===== config.mk =====
export PLATFORM = sky130hd
export DESIGN_NAME = sensor_report_aggregation_table_flat
export DESIGN_NICKNAME = d
export VERILOG_FILES = /design/src/sv/srat_pkg.sv /design/src/sv/srat_intf.sv /design/src/sv/sensor_report_aggregation_table.sv /design/src/sv/srat_ctrl.sv /design/src/sv/srat_dp.sv /design/src/flat_wrapper.sv
export SDC_FILE = /design/constraint.sdc
export NUM_CORES = 2
export LEC_CHECK = 0
export ABC_CLOCK_PERIOD_IN_PS = 9050
export CAP_MARGIN = 0
export CORE_UTILIZATION = 45
export DETAILED_ROUTE_END_ITERATION = 12
export DONT_BUFFER_PORTS = 1
export PLACE_DENSITY = 0.67
export SYNTH_ARGS = -nofsm -noshare
export SYNTH_HDL_FRONTEND = slang
export SYNTH_HIERARCHICAL = 1
export SYNTH_SLANG_ARGS = --single-unit

===== constraint.sdc =====
create_clock -name clk_i -period 9.05 [get_ports clk_i]
set_input_delay 0.905 -clock clk_i [delete_from_list [all_inputs] [get_ports clk_i]]
set_output_delay 0.905 -clock clk_i [all_outputs]
set_load 0.01 [all_outputs]

===== src/sv/srat_pkg.sv =====
// Shared types and constants of the sensor report aggregation table.
// Holds the request and result layouts, status codes and controller links.
// No dependencies; compiled first.
package srat_pkg;

  localparam int unsigned TableEntriesDef = 8;

  localparam int unsigned AddrW   = 16;
  localparam int unsigned EpW     = 8;
  localparam int unsigned TypeW   = 8;
  localparam int unsigned AttrW   = 16;
  localparam int unsigned ValW    = 32;
  localparam int unsigned StatW   = 4;
  localparam int unsigned SlotW   = 3;
  localparam int unsigned MaskW   = 3;
  localparam int unsigned CfgIdxW = 1;
  localparam int unsigned CfgW    = 16;

  typedef logic [1:0] opcode_t;

  localparam opcode_t OpReport   = 2'd0;
  localparam opcode_t OpAnnounce = 2'd1;
  localparam opcode_t OpLeave    = 2'd2;
  localparam opcode_t OpUnused   = 2'd3;

  localparam logic [StatW-1:0] StPartial     = 4'd0;
  localparam logic [StatW-1:0] StComplete    = 4'd1;
  localparam logic [StatW-1:0] StMismatch    = 4'd2;
  localparam logic [StatW-1:0] StBadValue    = 4'd3;
  localparam logic [StatW-1:0] StFull        = 4'd4;
  localparam logic [StatW-1:0] StUnknownAttr = 4'd5;
  localparam logic [StatW-1:0] StRegistered  = 4'd6;
  localparam logic [StatW-1:0] StRemoved     = 4'd7;
  localparam logic [StatW-1:0] StNotFound    = 4'd8;

  localparam logic [CfgIdxW-1:0] CfgIdxCluster = 1'b0;
  localparam logic [CfgIdxW-1:0] CfgIdxType    = 1'b1;

  localparam logic [AddrW-1:0] ClusterRst = 16'hFC01;
  localparam logic [TypeW-1:0] TypeRst    = 8'd57;
  localparam logic [AddrW-1:0] AddrFree   = 16'hFFFF;
  localparam logic [MaskW-1:0] MaskFull   = 3'b111;
  localparam logic [AttrW-1:0] AttrOne    = 16'd1;
  localparam logic [AttrW-1:0] AttrTwo    = 16'd2;
  localparam logic [AttrW-1:0] AttrThree  = 16'd3;

  typedef struct packed {
    opcode_t          opcode;
    logic [AddrW-1:0] source_addr;
    logic [EpW-1:0]   endpoint;
    logic [AddrW-1:0] cluster_id;
    logic [TypeW-1:0] value_type;
    logic             value_ok;
    logic [AttrW-1:0] attr_id;
    logic [ValW-1:0]  value_bits;
  } srat_in_t;

  typedef struct packed {
    logic [StatW-1:0] status;
    logic [SlotW-1:0] slot;
    logic [AddrW-1:0] node_addr;
    logic [EpW-1:0]   node_endpoint;
    logic [ValW-1:0]  reading_one;
    logic [ValW-1:0]  reading_two;
    logic [ValW-1:0]  reading_three;
    logic [MaskW-1:0] arrived_mask;
  } srat_out_t;

  typedef struct packed {
    logic capture;
    logic update;
    logic load_out;
  } srat_cmd_t;

  typedef struct packed {
    logic in_drop;
    logic out_free;
  } srat_sts_t;

endpackage


===== src/sv/srat_intf.sv =====
// Channel interfaces: request in, result out, configuration write.
// Depends on srat_pkg for payload types.
interface srat_req_if;
  import srat_pkg::*;
  logic     valid;
  logic     ready;
  srat_in_t data;
  modport source (output valid, output data, input ready);
  modport sink (input valid, input data, output ready);
endinterface

interface srat_rsp_if;
  import srat_pkg::*;
  logic      valid;
  logic      ready;
  srat_out_t data;
  modport source (output valid, output data, input ready);
  modport sink (input valid, input data, output ready);
endinterface

interface srat_cfg_if;
  import srat_pkg::*;
  logic               valid;
  logic               ready;
  logic [CfgIdxW-1:0] index;
  logic [CfgW-1:0]    data;
  modport source (output valid, output index, output data, input ready);
  modport sink (input valid, input index, input data, output ready);
endinterface


===== src/sv/sensor_report_aggregation_table.sv =====
// Top level of the sensor report aggregation table.
// Depends on srat_pkg, srat_intf, srat_ctrl and srat_dp.
// Usage:
//   req_i  - request channel (valid/ready): one report, announce or leave.
//   rsp_o  - result channel (valid/ready): one result per request; requests
//            with the unused opcode are taken and dropped without a result.
//   cfg_i  - configuration writes (index 0 expected cluster, 1 expected type);
//            always ready, write only while no request is in flight.
// Timing:
//   A request is taken on a valid/ready handshake, the table is searched as it is taken,
//   updated in the next, and the result is loaded into the output register
//   once that register is free; rsp_o.valid rises as it is loaded. A request
//   is taken only after the previous one was updated and its result loaded.
//   A new request may be taken while the previous result still waits.
// Stall: a held-off result sits in the output register; a second result
//   waits in the datapath with req_i.ready low until the register frees.
// Reset:
//   Asynchronous, active low. Table emptied (all addresses 0xFFFF), config
//   back to cluster 0xFC01 and type 57. Reading memory is not cleared; its
//   contents are only used after all three readings of an entry were written.
module sensor_report_aggregation_table #(
  parameter int unsigned TABLE_ENTRIES = srat_pkg::TableEntriesDef
) (
  input  logic        clk_i,
  input  logic        rst_ni,
  srat_req_if.sink    req_i,
  srat_rsp_if.source  rsp_o,
  srat_cfg_if.sink    cfg_i
);
  import srat_pkg::*;

  srat_cmd_t cmd;
  srat_sts_t sts;
  logic      in_ready;

  // config port never stalls
  assign cfg_i.ready = 1'b1;
  assign req_i.ready = in_ready;

  srat_ctrl u_ctrl (
    .clk_i      (clk_i),
    .rst_ni     (rst_ni),
    .in_valid_i (req_i.valid),
    .in_ready_o (in_ready),
    .sts_i      (sts),
    .cmd_o      (cmd)
  );

  srat_dp #(
    .TABLE_ENTRIES (TABLE_ENTRIES)
  ) u_dp (
    .clk_i       (clk_i),
    .rst_ni      (rst_ni),
    .in_data_i   (req_i.data),
    .cfg_we_i    (cfg_i.valid),
    .cfg_idx_i   (cfg_i.index),
    .cfg_data_i  (cfg_i.data),
    .cmd_i       (cmd),
    .sts_o       (sts),
    .out_ready_i (rsp_o.ready),
    .out_valid_o (rsp_o.valid),
    .out_data_o  (rsp_o.data)
  );

endmodule


===== src/sv/srat_ctrl.sv =====
// Sequencing controller: accept, table update, result load.
// Depends on srat_pkg for the command and status structs.
module srat_ctrl (
  input  logic              clk_i,
  input  logic              rst_ni,
  input  logic              in_valid_i,
  output logic              in_ready_o,
  input  srat_pkg::srat_sts_t sts_i,
  output srat_pkg::srat_cmd_t cmd_o
);
  import srat_pkg::*;

  typedef enum logic [1:0] {
    S_IDLE,
    S_UPDATE,
    S_DONE
  } state_e;

  state_e state_q;
  logic   in_ready_q;

  always_ff @(posedge clk_i or negedge rst_ni) begin
    if (!rst_ni) begin
      state_q    <= S_IDLE;
      in_ready_q <= 1'b1;
    end else begin
      unique case (state_q)
        S_IDLE: begin
          if (in_valid_i && in_ready_q && !sts_i.in_drop) begin
            state_q    <= S_UPDATE;
            in_ready_q <= 1'b0;
          end
        end
        S_UPDATE: state_q <= S_DONE;
        S_DONE: begin
          if (sts_i.out_free) begin
            state_q    <= S_IDLE;
            in_ready_q <= 1'b1;
          end
        end
        default: state_q <= S_IDLE;
      endcase
    end
  end

  assign in_ready_o       = in_ready_q;
  assign cmd_o.capture    = in_valid_i & in_ready_q & ~sts_i.in_drop;
  assign cmd_o.update     = (state_q == S_UPDATE);
  assign cmd_o.load_out   = (state_q == S_DONE) & sts_i.out_free;

endmodule


===== src/sv/srat_dp.sv =====
// Datapath: node table, address search, reading memory, result register.
// Depends on srat_pkg; driven by srat_ctrl commands.
module srat_dp #(
  parameter int unsigned TABLE_ENTRIES = srat_pkg::TableEntriesDef
) (
  input  logic                          clk_i,
  input  logic                          rst_ni,
  input  srat_pkg::srat_in_t            in_data_i,
  input  logic                          cfg_we_i,
  input  logic [srat_pkg::CfgIdxW-1:0]  cfg_idx_i,
  input  logic [srat_pkg::CfgW-1:0]     cfg_data_i,
  input  srat_pkg::srat_cmd_t           cmd_i,
  output srat_pkg::srat_sts_t           sts_o,
  input  logic                          out_ready_i,
  output logic                          out_valid_o,
  output srat_pkg::srat_out_t           out_data_o
);
  import srat_pkg::*;

  localparam int unsigned IdxW = (TABLE_ENTRIES > 1) ? $clog2(TABLE_ENTRIES) : 1;

  // configuration
  logic [AddrW-1:0] exp_cluster_q;
  logic [TypeW-1:0] exp_type_q;

  // node table
  logic             valid_q [TABLE_ENTRIES];
  logic [AddrW-1:0] addr_q  [TABLE_ENTRIES];
  logic [EpW-1:0]   ep_q    [TABLE_ENTRIES];
  logic [MaskW-1:0] mask_q  [TABLE_ENTRIES];

  // readings, one row per entry
  logic [2:0][ValW-1:0] rd_mem [TABLE_ENTRIES];
  logic [2:0][ValW-1:0] rd_q;

  // captured request and search result
  srat_in_t         item_q;
  logic             hit_q, free_q;
  logic [IdxW-1:0]  hit_idx_q, free_idx_q;
  logic [EpW-1:0]   hit_ep_q;
  logic [MaskW-1:0] hit_mask_q;

  // pending result
  logic [StatW-1:0] res_status_q;
  logic [SlotW-1:0] res_slot_q;
  logic [EpW-1:0]   res_ep_q;
  logic [MaskW-1:0] res_mask_q;
  logic             complete_q;
  logic [2:0]       wr_sel_q;

  srat_out_t out_q;
  logic      out_valid_q;

  // search on the incoming request
  logic            hit_d, free_d;
  logic [IdxW-1:0] hit_idx_d, free_idx_d;

  always_comb begin
    hit_d      = 1'b0;
    free_d     = 1'b0;
    hit_idx_d  = '0;
    free_idx_d = '0;
    for (int i = TABLE_ENTRIES - 1; i >= 0; i--) begin
      if (valid_q[i] && (addr_q[i] == in_data_i.source_addr)) begin
        hit_d     = 1'b1;
        hit_idx_d = IdxW'(i);
      end
      if (!valid_q[i]) begin
        free_d     = 1'b1;
        free_idx_d = IdxW'(i);
      end
    end
  end

  // update decision
  logic             is_rep, is_ann, is_lv, cfg_ok, claim, attr_known;
  logic             touched, complete, wr_en;
  logic [2:0]       attr_sel;
  logic [IdxW-1:0]  slot_idx;
  logic [MaskW-1:0] old_mask, new_mask, arrived;
  logic [StatW-1:0] status;
  logic [EpW-1:0]   node_ep;

  always_comb begin
    is_rep   = (item_q.opcode == OpReport);
    is_ann   = (item_q.opcode == OpAnnounce);
    is_lv    = (item_q.opcode == OpLeave);
    cfg_ok   = (item_q.cluster_id == exp_cluster_q) && (item_q.value_type == exp_type_q);
    claim    = is_ann || (is_rep && cfg_ok && item_q.value_ok);
    attr_sel = {item_q.attr_id == AttrThree,
                item_q.attr_id == AttrTwo,
                item_q.attr_id == AttrOne};
    attr_known = |attr_sel;
    slot_idx = hit_q ? hit_idx_q : free_idx_q;
    old_mask = hit_q ? hit_mask_q : '0;
    new_mask = old_mask | attr_sel;
    complete = attr_known && (new_mask == MaskFull);
    touched  = (is_lv && hit_q) || (claim && (hit_q || free_q));
    wr_en    = claim && touched && is_rep && attr_known;

    priority if (is_rep && !cfg_ok)        status = StMismatch;
    else if (is_rep && !item_q.value_ok)   status = StBadValue;
    else if (is_lv)                        status = hit_q ? StRemoved : StNotFound;
    else if (!(hit_q || free_q))           status = StFull;
    else if (is_ann)                       status = StRegistered;
    else if (!attr_known)                  status = StUnknownAttr;
    else if (complete)                     status = StComplete;
    else                                   status = StPartial;

    if (!touched)   arrived = '0;
    else if (wr_en) arrived = new_mask;
    else            arrived = old_mask;

    if (!touched)   node_ep = '0;
    else if (is_lv) node_ep = hit_ep_q;
    else            node_ep = item_q.endpoint;
  end

  assign sts_o.in_drop  = (in_data_i.opcode == OpUnused);
  assign sts_o.out_free = ~out_valid_q | out_ready_i;

  // configuration registers
  always_ff @(posedge clk_i or negedge rst_ni) begin
    if (!rst_ni) begin
      exp_cluster_q <= ClusterRst;
      exp_type_q    <= TypeRst;
    end else if (cfg_we_i) begin
      unique case (cfg_idx_i)
        CfgIdxCluster: exp_cluster_q <= cfg_data_i;
        CfgIdxType:    exp_type_q    <= cfg_data_i[TypeW-1:0];
        default: ;
      endcase
    end
  end

  // table state
  always_ff @(posedge clk_i or negedge rst_ni) begin
    if (!rst_ni) begin
      for (int i = 0; i < TABLE_ENTRIES; i++) begin
        valid_q[i] <= 1'b0;
        addr_q[i]  <= AddrFree;
        ep_q[i]    <= '0;
        mask_q[i]  <= '0;
      end
    end else if (cmd_i.update) begin
      if (claim && touched) begin
        ep_q[slot_idx] <= item_q.endpoint;
        if (!hit_q) begin
          valid_q[slot_idx] <= 1'b1;
          addr_q[slot_idx]  <= item_q.source_addr;
        end
        if (wr_en) begin
          mask_q[slot_idx] <= complete ? '0 : new_mask;
        end else if (!hit_q) begin
          mask_q[slot_idx] <= '0;
        end
      end
      if (is_lv && hit_q) begin
        valid_q[hit_idx_q] <= 1'b0;
        addr_q[hit_idx_q]  <= AddrFree;
      end
    end
  end

  // reading memory: lane write, registered row read (old data on a clash)
  always_ff @(posedge clk_i) begin
    if (cmd_i.update) begin
      rd_q <= rd_mem[slot_idx];
      for (int k = 0; k < 3; k++) begin
        if (wr_en && attr_sel[k]) begin
          rd_mem[slot_idx][k] <= item_q.value_bits;
        end
      end
    end
  end

  // request capture and pending result
  always_ff @(posedge clk_i) begin
    if (cmd_i.capture) begin
      item_q     <= in_data_i;
      hit_q      <= hit_d;
      hit_idx_q  <= hit_idx_d;
      free_q     <= free_d;
      free_idx_q <= free_idx_d;
      hit_ep_q   <= ep_q[hit_idx_d];
      hit_mask_q <= mask_q[hit_idx_d];
    end
    if (cmd_i.update) begin
      res_status_q <= status;
      res_slot_q   <= touched ? SlotW'(slot_idx) : '0;
      res_ep_q     <= node_ep;
      res_mask_q   <= arrived;
      complete_q   <= wr_en && complete;
      wr_sel_q     <= wr_en ? attr_sel : 3'b000;
    end
  end

  // result register; written lane bypasses the memory read
  logic [2:0][ValW-1:0] readings;

  always_comb begin
    for (int k = 0; k < 3; k++) begin
      if (!complete_q)      readings[k] = '0;
      else if (wr_sel_q[k]) readings[k] = item_q.value_bits;
      else                  readings[k] = rd_q[k];
    end
  end

  always_ff @(posedge clk_i) begin
    if (cmd_i.load_out) begin
      out_q.status        <= res_status_q;
      out_q.slot          <= res_slot_q;
      out_q.node_addr     <= item_q.source_addr;
      out_q.node_endpoint <= res_ep_q;
      out_q.reading_one   <= readings[0];
      out_q.reading_two   <= readings[1];
      out_q.reading_three <= readings[2];
      out_q.arrived_mask  <= res_mask_q;
    end
  end

  always_ff @(posedge clk_i or negedge rst_ni) begin
    if (!rst_ni) begin
      out_valid_q <= 1'b0;
    end else if (cmd_i.load_out) begin
      out_valid_q <= 1'b1;
    end else if (out_ready_i) begin
      out_valid_q <= 1'b0;
    end
  end

  assign out_valid_o = out_valid_q;
  assign out_data_o  = out_q;

endmodule


===== src/flat_wrapper.sv =====
// flat-port wrapper written by rule: the top's interface ports become plain ports
module sensor_report_aggregation_table_flat import srat_pkg::*;
#(
  parameter int unsigned TABLE_ENTRIES = srat_pkg::TableEntriesDef
)
  (clk_i, rst_ni, req_i_valid, req_i_data, req_i_ready, rsp_o_valid, rsp_o_data, rsp_o_ready, cfg_i_valid, cfg_i_index, cfg_i_data, cfg_i_ready);
  srat_req_if req_i_i ();
  srat_rsp_if rsp_o_i ();
  srat_cfg_if cfg_i_i ();
  input  logic clk_i;
  input  logic rst_ni;
  input wire logic [$bits(req_i_i.valid)-1:0] req_i_valid;
  input wire logic [$bits(req_i_i.data)-1:0] req_i_data;
  output wire logic [$bits(req_i_i.ready)-1:0] req_i_ready;
  output wire logic [$bits(rsp_o_i.valid)-1:0] rsp_o_valid;
  output wire logic [$bits(rsp_o_i.data)-1:0] rsp_o_data;
  input wire logic [$bits(rsp_o_i.ready)-1:0] rsp_o_ready;
  input wire logic [$bits(cfg_i_i.valid)-1:0] cfg_i_valid;
  input wire logic [$bits(cfg_i_i.index)-1:0] cfg_i_index;
  input wire logic [$bits(cfg_i_i.data)-1:0] cfg_i_data;
  output wire logic [$bits(cfg_i_i.ready)-1:0] cfg_i_ready;
  assign req_i_i.valid = req_i_valid;
  assign req_i_i.data = req_i_data;
  assign req_i_ready = req_i_i.ready;
  assign rsp_o_valid = rsp_o_i.valid;
  assign rsp_o_data = rsp_o_i.data;
  assign rsp_o_i.ready = rsp_o_ready;
  assign cfg_i_i.valid = cfg_i_valid;
  assign cfg_i_i.index = cfg_i_index;
  assign cfg_i_i.data = cfg_i_data;
  assign cfg_i_ready = cfg_i_i.ready;
  sensor_report_aggregation_table #(.TABLE_ENTRIES(TABLE_ENTRIES)) u_core (.clk_i(clk_i), .rst_ni(rst_ni), .req_i(req_i_i), .rsp_o(rsp_o_i), .cfg_i(cfg_i_i));
endmodule

==> results summary <==
Dividing the detail-routed wire length by the instance count gives 27.99 microns. The initialized floorplan defines 126 standard-cell rows. The internal power of the cells totals 0.01065 W. The clock latency on the worst-skew pair came out at 0.77 ns.

The sequential cell area fraction in the yosys report is 75.65%. In this run the worst hold path is classified as in2async. The synthesized area per cell is 15.77 sq um. The max capacitance violation total came out at 0.

At the pin with the least slew margin, the transition time is 1.325 ns. Summed over its instances, the top area cell type makes up 63.55% of the synthesized netlist area. The share of the clock period used by the worst path after layout came out at 50.03%. Post-CTS timing repair inserted 0 buffers for setup. By instance count, the leading cell after synthesis is sky130_fd_sc_hd__edfxtp_1. Once detail routing completed, the nets flagged for antenna violations numbered 0. The Yosys step of the flow raised 6 warnings. The total placed cells including tap cells came out at 4,801. The final net count came out at 3,535. The global routing stage identified its most utilized layer as met2. The total count of max-transition violations in the final report is 0. The peak fanout along the critical path is 32. The arrival time at the worst endpoint is 4.89 ns. STA classifies the critical path startpoint as a flip-flop. The number of DRC markers in iteration 0 is 3,603. For this run, the leading register cell type out of synthesis is sky130_fd_sc_hd__edfxtp_1. The largest vdd supply drop is 0.1895 mV. The total clock sinks is 1,386. The total die area came out at 120,500 sq um. For met3 alone, demand over resource in global routing was 4.527%. The signed area change from the synthesized netlist to the final layout is 13.01%. The vertical extent of the die came out at 347.1 microns. The maximum achievable frequency is 220.9 MHz.

The initial core utilization is 45.38%. The sum of negative setup slack is 0 ns. The clock root buffer master is sky130_fd_sc_hd__clkbuf_16.

Of the total power, the share spent switching nets is 20.25%. The relative contribution of sequential cells to total power is 52.0%. Sorting the synthesized cells by how often they occur yields 1,134 x sky130_fd_sc_hd__edfxtp_1, 257 x sky130_fd_sc_hd__a22oi_1, 255 x sky130_fd_sc_hd__nand2_1.

The total clock buffers created by CTS came out at 145. The number of remaining DRC errors came out at 0. The worst register-to-register path begins at u_core/u_dp/exp_type_q[0].

The time the final worst path needs with I/O delays and setup came out at 4.527 ns. The number of different library cells used by synthesis comes to 67. The total number of vias is 30,682. The overall track demand over capacity in global routing came out at 23.42%. The count of final hold-check violations is 0. The number of synthesized flops with an enable pin came out at 1,134. The slowest stage of the critical path is the sky130_fd_sc_hd__nor2_4 cell. By startpoint and endpoint, the worst setup path is classified as reg2reg.

TritonCTS built the clock tree. Walking the worst path, the cells encountered are xnor2_1 -> nand4_1 -> nor4_1 -> nand3_1 -> nor4_1 -> buf_4 -> nand3_1 -> nor2_4. The cell count after synthesis is 3,398. The via count of the first global-routing pass was 30,048. Prior to clock tree synthesis, the placed netlist has a worst setup slack of 4.347 ns. In this run the power density over the cells is 220.6 nW/um^2. The via-per-instance ratio came out at 6.053. The top-level port count came out at 254. The flow ran to the end, and the final reports show no timing, DRC or antenna violations. The kind of end point of the critical path is a flip-flop. Setup violations remaining at the end of the flow were counted as 0.

The number of antenna violations at the first check in global routing was 1. The number of optimization iterations in the first detailed-route pass came out at 6. In this run the tool buffered the top-level ports with 0 buffer cells. The synthesized netlist net count came out at 3,519. The async set or reset register ratio after synthesis is 18.18%.

Tracing the worst setup path back leads to its startpoint at u_core/u_dp/exp_type_q[0]. The relative slew slack came out at 11.33%. The sum of overflow across all layers after global routing is 0. Setup repair after global routing left no endpoint under its margin.

The maximum clock path buffer count came out at 3. The fraction of final layout cells with drive strength greater than 1 came out at 16.68%. By area the synthesized netlist is led by sky130_fd_sc_hd__edfxtp_1 64%, sky130_fd_sc_hd__dfstp_2 6.9%, sky130_fd_sc_hd__dfrtp_1 5.2%. The share of total power dissipated in the clock network is 46.7%. The final weighted congestion in routability-driven placement came out at 0.8740.

The met2 capacity usage during global routing is 36.27%. Wires add up to 141.9 mm. Clock-pin slew was measured on the worst setup and hold paths at 0.06 ns.

The pin count of the biggest net entering global routing came out at 131. The worst endpoint required time came out at 9.41 ns. The post-DP HPWL is 81.36 mm. For this run, the number of standard cells in the final layout without fillers is 5,069. The total core area is 118,100 sq um.

The delay of the slowest cell on the worst path came out at 1.22 ns. The post-cts repair resize count came out at 0. The post-layout worst setup margin is 4.523 ns. Counting the fill cells in the layout gives 9,419. After synthesis the cells add up to 53,580 sq um.

The total power came out at 0.01336 W. The first global-routing pass estimated 208.0 mm of wire. The total of flip-flops plus latches after synthesis is 1,386. The final worst clock skew came out at 0.02465 ns.

The switching power came out at 0.002705 W. The clock tree synthesis step divided the H-tree into 4 levels. The largest area contributor in the netlist is sky130_fd_sc_hd__edfxtp_1. In this run, the combinational gates consume 1.3% of the power. The die width came out at 347.1 microns.

The met1 track demand over resource in global routing is 33.40%. Summed over all cells, the static leakage comes to 20.83 nW.
-- kinds of logic (layout without fill, tap and decap cells) --
logic type | after synthesis | count (layout) | synth area share (%)
DFF | 1386 | 1386 | 75.65
and+or+nand+nor | 856 | 856 | 7.792
AOI/OAI and AO/OA | 563 | 563 | 7.989
muxes | 222 | 222 | 4.404
buffers and inverters | 217 | 350 | 1.644
xor gates and xnor gates | 153 | 153 | 2.515
other | 1 | 3 | 0.006999
-- path summary, 6_finish.rpt --
path | slack (ns) | to | depth (start not counted)
worst min register to register | 0.42 | u_core/u_dp/out_data_o[100] | 0
worst max register to register | 4.52 | u_core/u_dp/rd_mem[5][70] | 8
min in group clk_i | 0.23 | u_core/u_dp/item_q[28] | 0
worst min-delay path | 0.13 | u_core/u_dp/exp_cluster_q[8] | 1
worst max-delay path | 4.52 | u_core/u_dp/rd_mem[5][70] | 8
max in group asynchronous | 8.34 | u_core/u_dp/valid_q[2] | 1
-- sequential cells by signal, indices dropped and copies added, names as in the netlist, 2 cells and up --
name and cells:
u_core/u_dp/res_mask_q 3, u_core/u_dp/rd_q 96, u_core/u_dp/valid_q 8, u_core/u_dp/res_status_q 4, u_core/u_dp/hit_idx_q 3, u_core/u_dp/item_q 99
u_core/u_dp/mask_q 24, u_core/u_dp/hit_ep_q 8, u_core/u_dp/free_idx_q 3, u_core/u_dp/exp_type_q 8, u_core/u_dp/ep_q 64, u_core/u_dp/res_slot_q 3
u_core/u_ctrl/state_q 2, u_core/u_dp/addr_q 128, u_core/u_dp/hit_mask_q 3, u_core/u_dp/out_data_o 130, u_core/u_dp/wr_sel_q 3, u_core/u_dp/rd_mem 768
u_core/u_dp/exp_cluster_q 16, u_core/u_dp/res_ep_q 8
-- stage by stage --
step           hold slack (ns)  utilization [%]  cell area (sq um)
2_1_floorplan           0.4003                -              53580
3_3_place_gp            0.4140            47.00              55490
3_5_place_dp            0.4172            47.00              55490
4_1_cts                0.03199            51.28              60550
5_1_grt                0.07857            51.28              60550
6_report                0.1251            51.28              60550
-- power groups by stage --
stage | clock network [W] | registers [W] | logic (W)
after floorplan | 0 | 0.00706 | 0.000146
after global placement | 0 | 0.00707 | 0.000162
after detailed placement | 0 | 0.00707 | 0.000165
after CTS | 0.00633 | 0.00694 | 0.000180
after global routing | 0.00657 | 0.00695 | 0.000199
final | 0.00624 | 0.00694 | 0.000179
-- repair_timing --
item,in CTS,in global routing
setup endpoints to repair,0,0
hold buffers,2,0
endpoints found under the hold margin,123,0
-- layout make-up --
type | count | area [sq um] | share of cell area [%]
sequential | 1386 | 40530 | 66.94
multi-input combinational | 1795 | 12440 | 20.55
clock buffer | 169 | 3802 | 6.280
tap | 1536 | 1922 | 3.174
clock inverter | 95 | 1212 | 2.002
timing repair buffer | 73 | 583.1 | 0.9629
inverter | 13 | 48.80 | 0.08059
antenna | 2 | 5.005 | 0.008265
-- critical path, delay by kind of cell, from the launching register on --
kind | cells | cell delay [ns]
DFF | 1 | 0.53
and+or+nand+nor | 6 | 3.24
buffers and inverters | 1 | 0.18
xor gates and xnor gates | 1 | 0.11
-- cell usage in the layout (no fill, tap or decap), types with 24 or more instances in the layout --
master,synthesis,routed
sky130_fd_sc_hd__o21ai_0,50,50
sky130_fd_sc_hd__mux2i_1,112,112
sky130_fd_sc_hd__nand2_1,255,255
sky130_fd_sc_hd__xor2_1,70,70
sky130_fd_sc_hd__buf_4,1,70
sky130_fd_sc_hd__nor2b_1,119,118
sky130_fd_sc_hd__a221oi_1,56,56
sky130_fd_sc_hd__dfrtp_1,112,112
sky130_fd_sc_hd__a222oi_1,27,27
sky130_fd_sc_hd__nand3_1,111,111
sky130_fd_sc_hd__a22o_1,46,45
sky130_fd_sc_hd__mux2_2,99,99
sky130_fd_sc_hd__edfxtp_1,1134,1134
sky130_fd_sc_hd__xnor2_1,82,82
sky130_fd_sc_hd__nand4_1,90,90
sky130_fd_sc_hd__a22oi_1,257,257
sky130_fd_sc_hd__dfstp_2,140,140
sky130_fd_sc_hd__nor2_4,0,28
sky130_fd_sc_hd__nor2_1,181,153
sky130_fd_sc_hd__clkbuf_16,0,148
sky130_fd_sc_hd__nor4_1,24,24
-- metal layers --
metal  vias to the layer above  wire (microns)
met5                         -               0
met4                         0            3812
met3                       236           12130
met2                      1547           65650
met1                     15752           60290
li1                      13147               -
No activity file was read; power rests on OpenSTA's default activity.
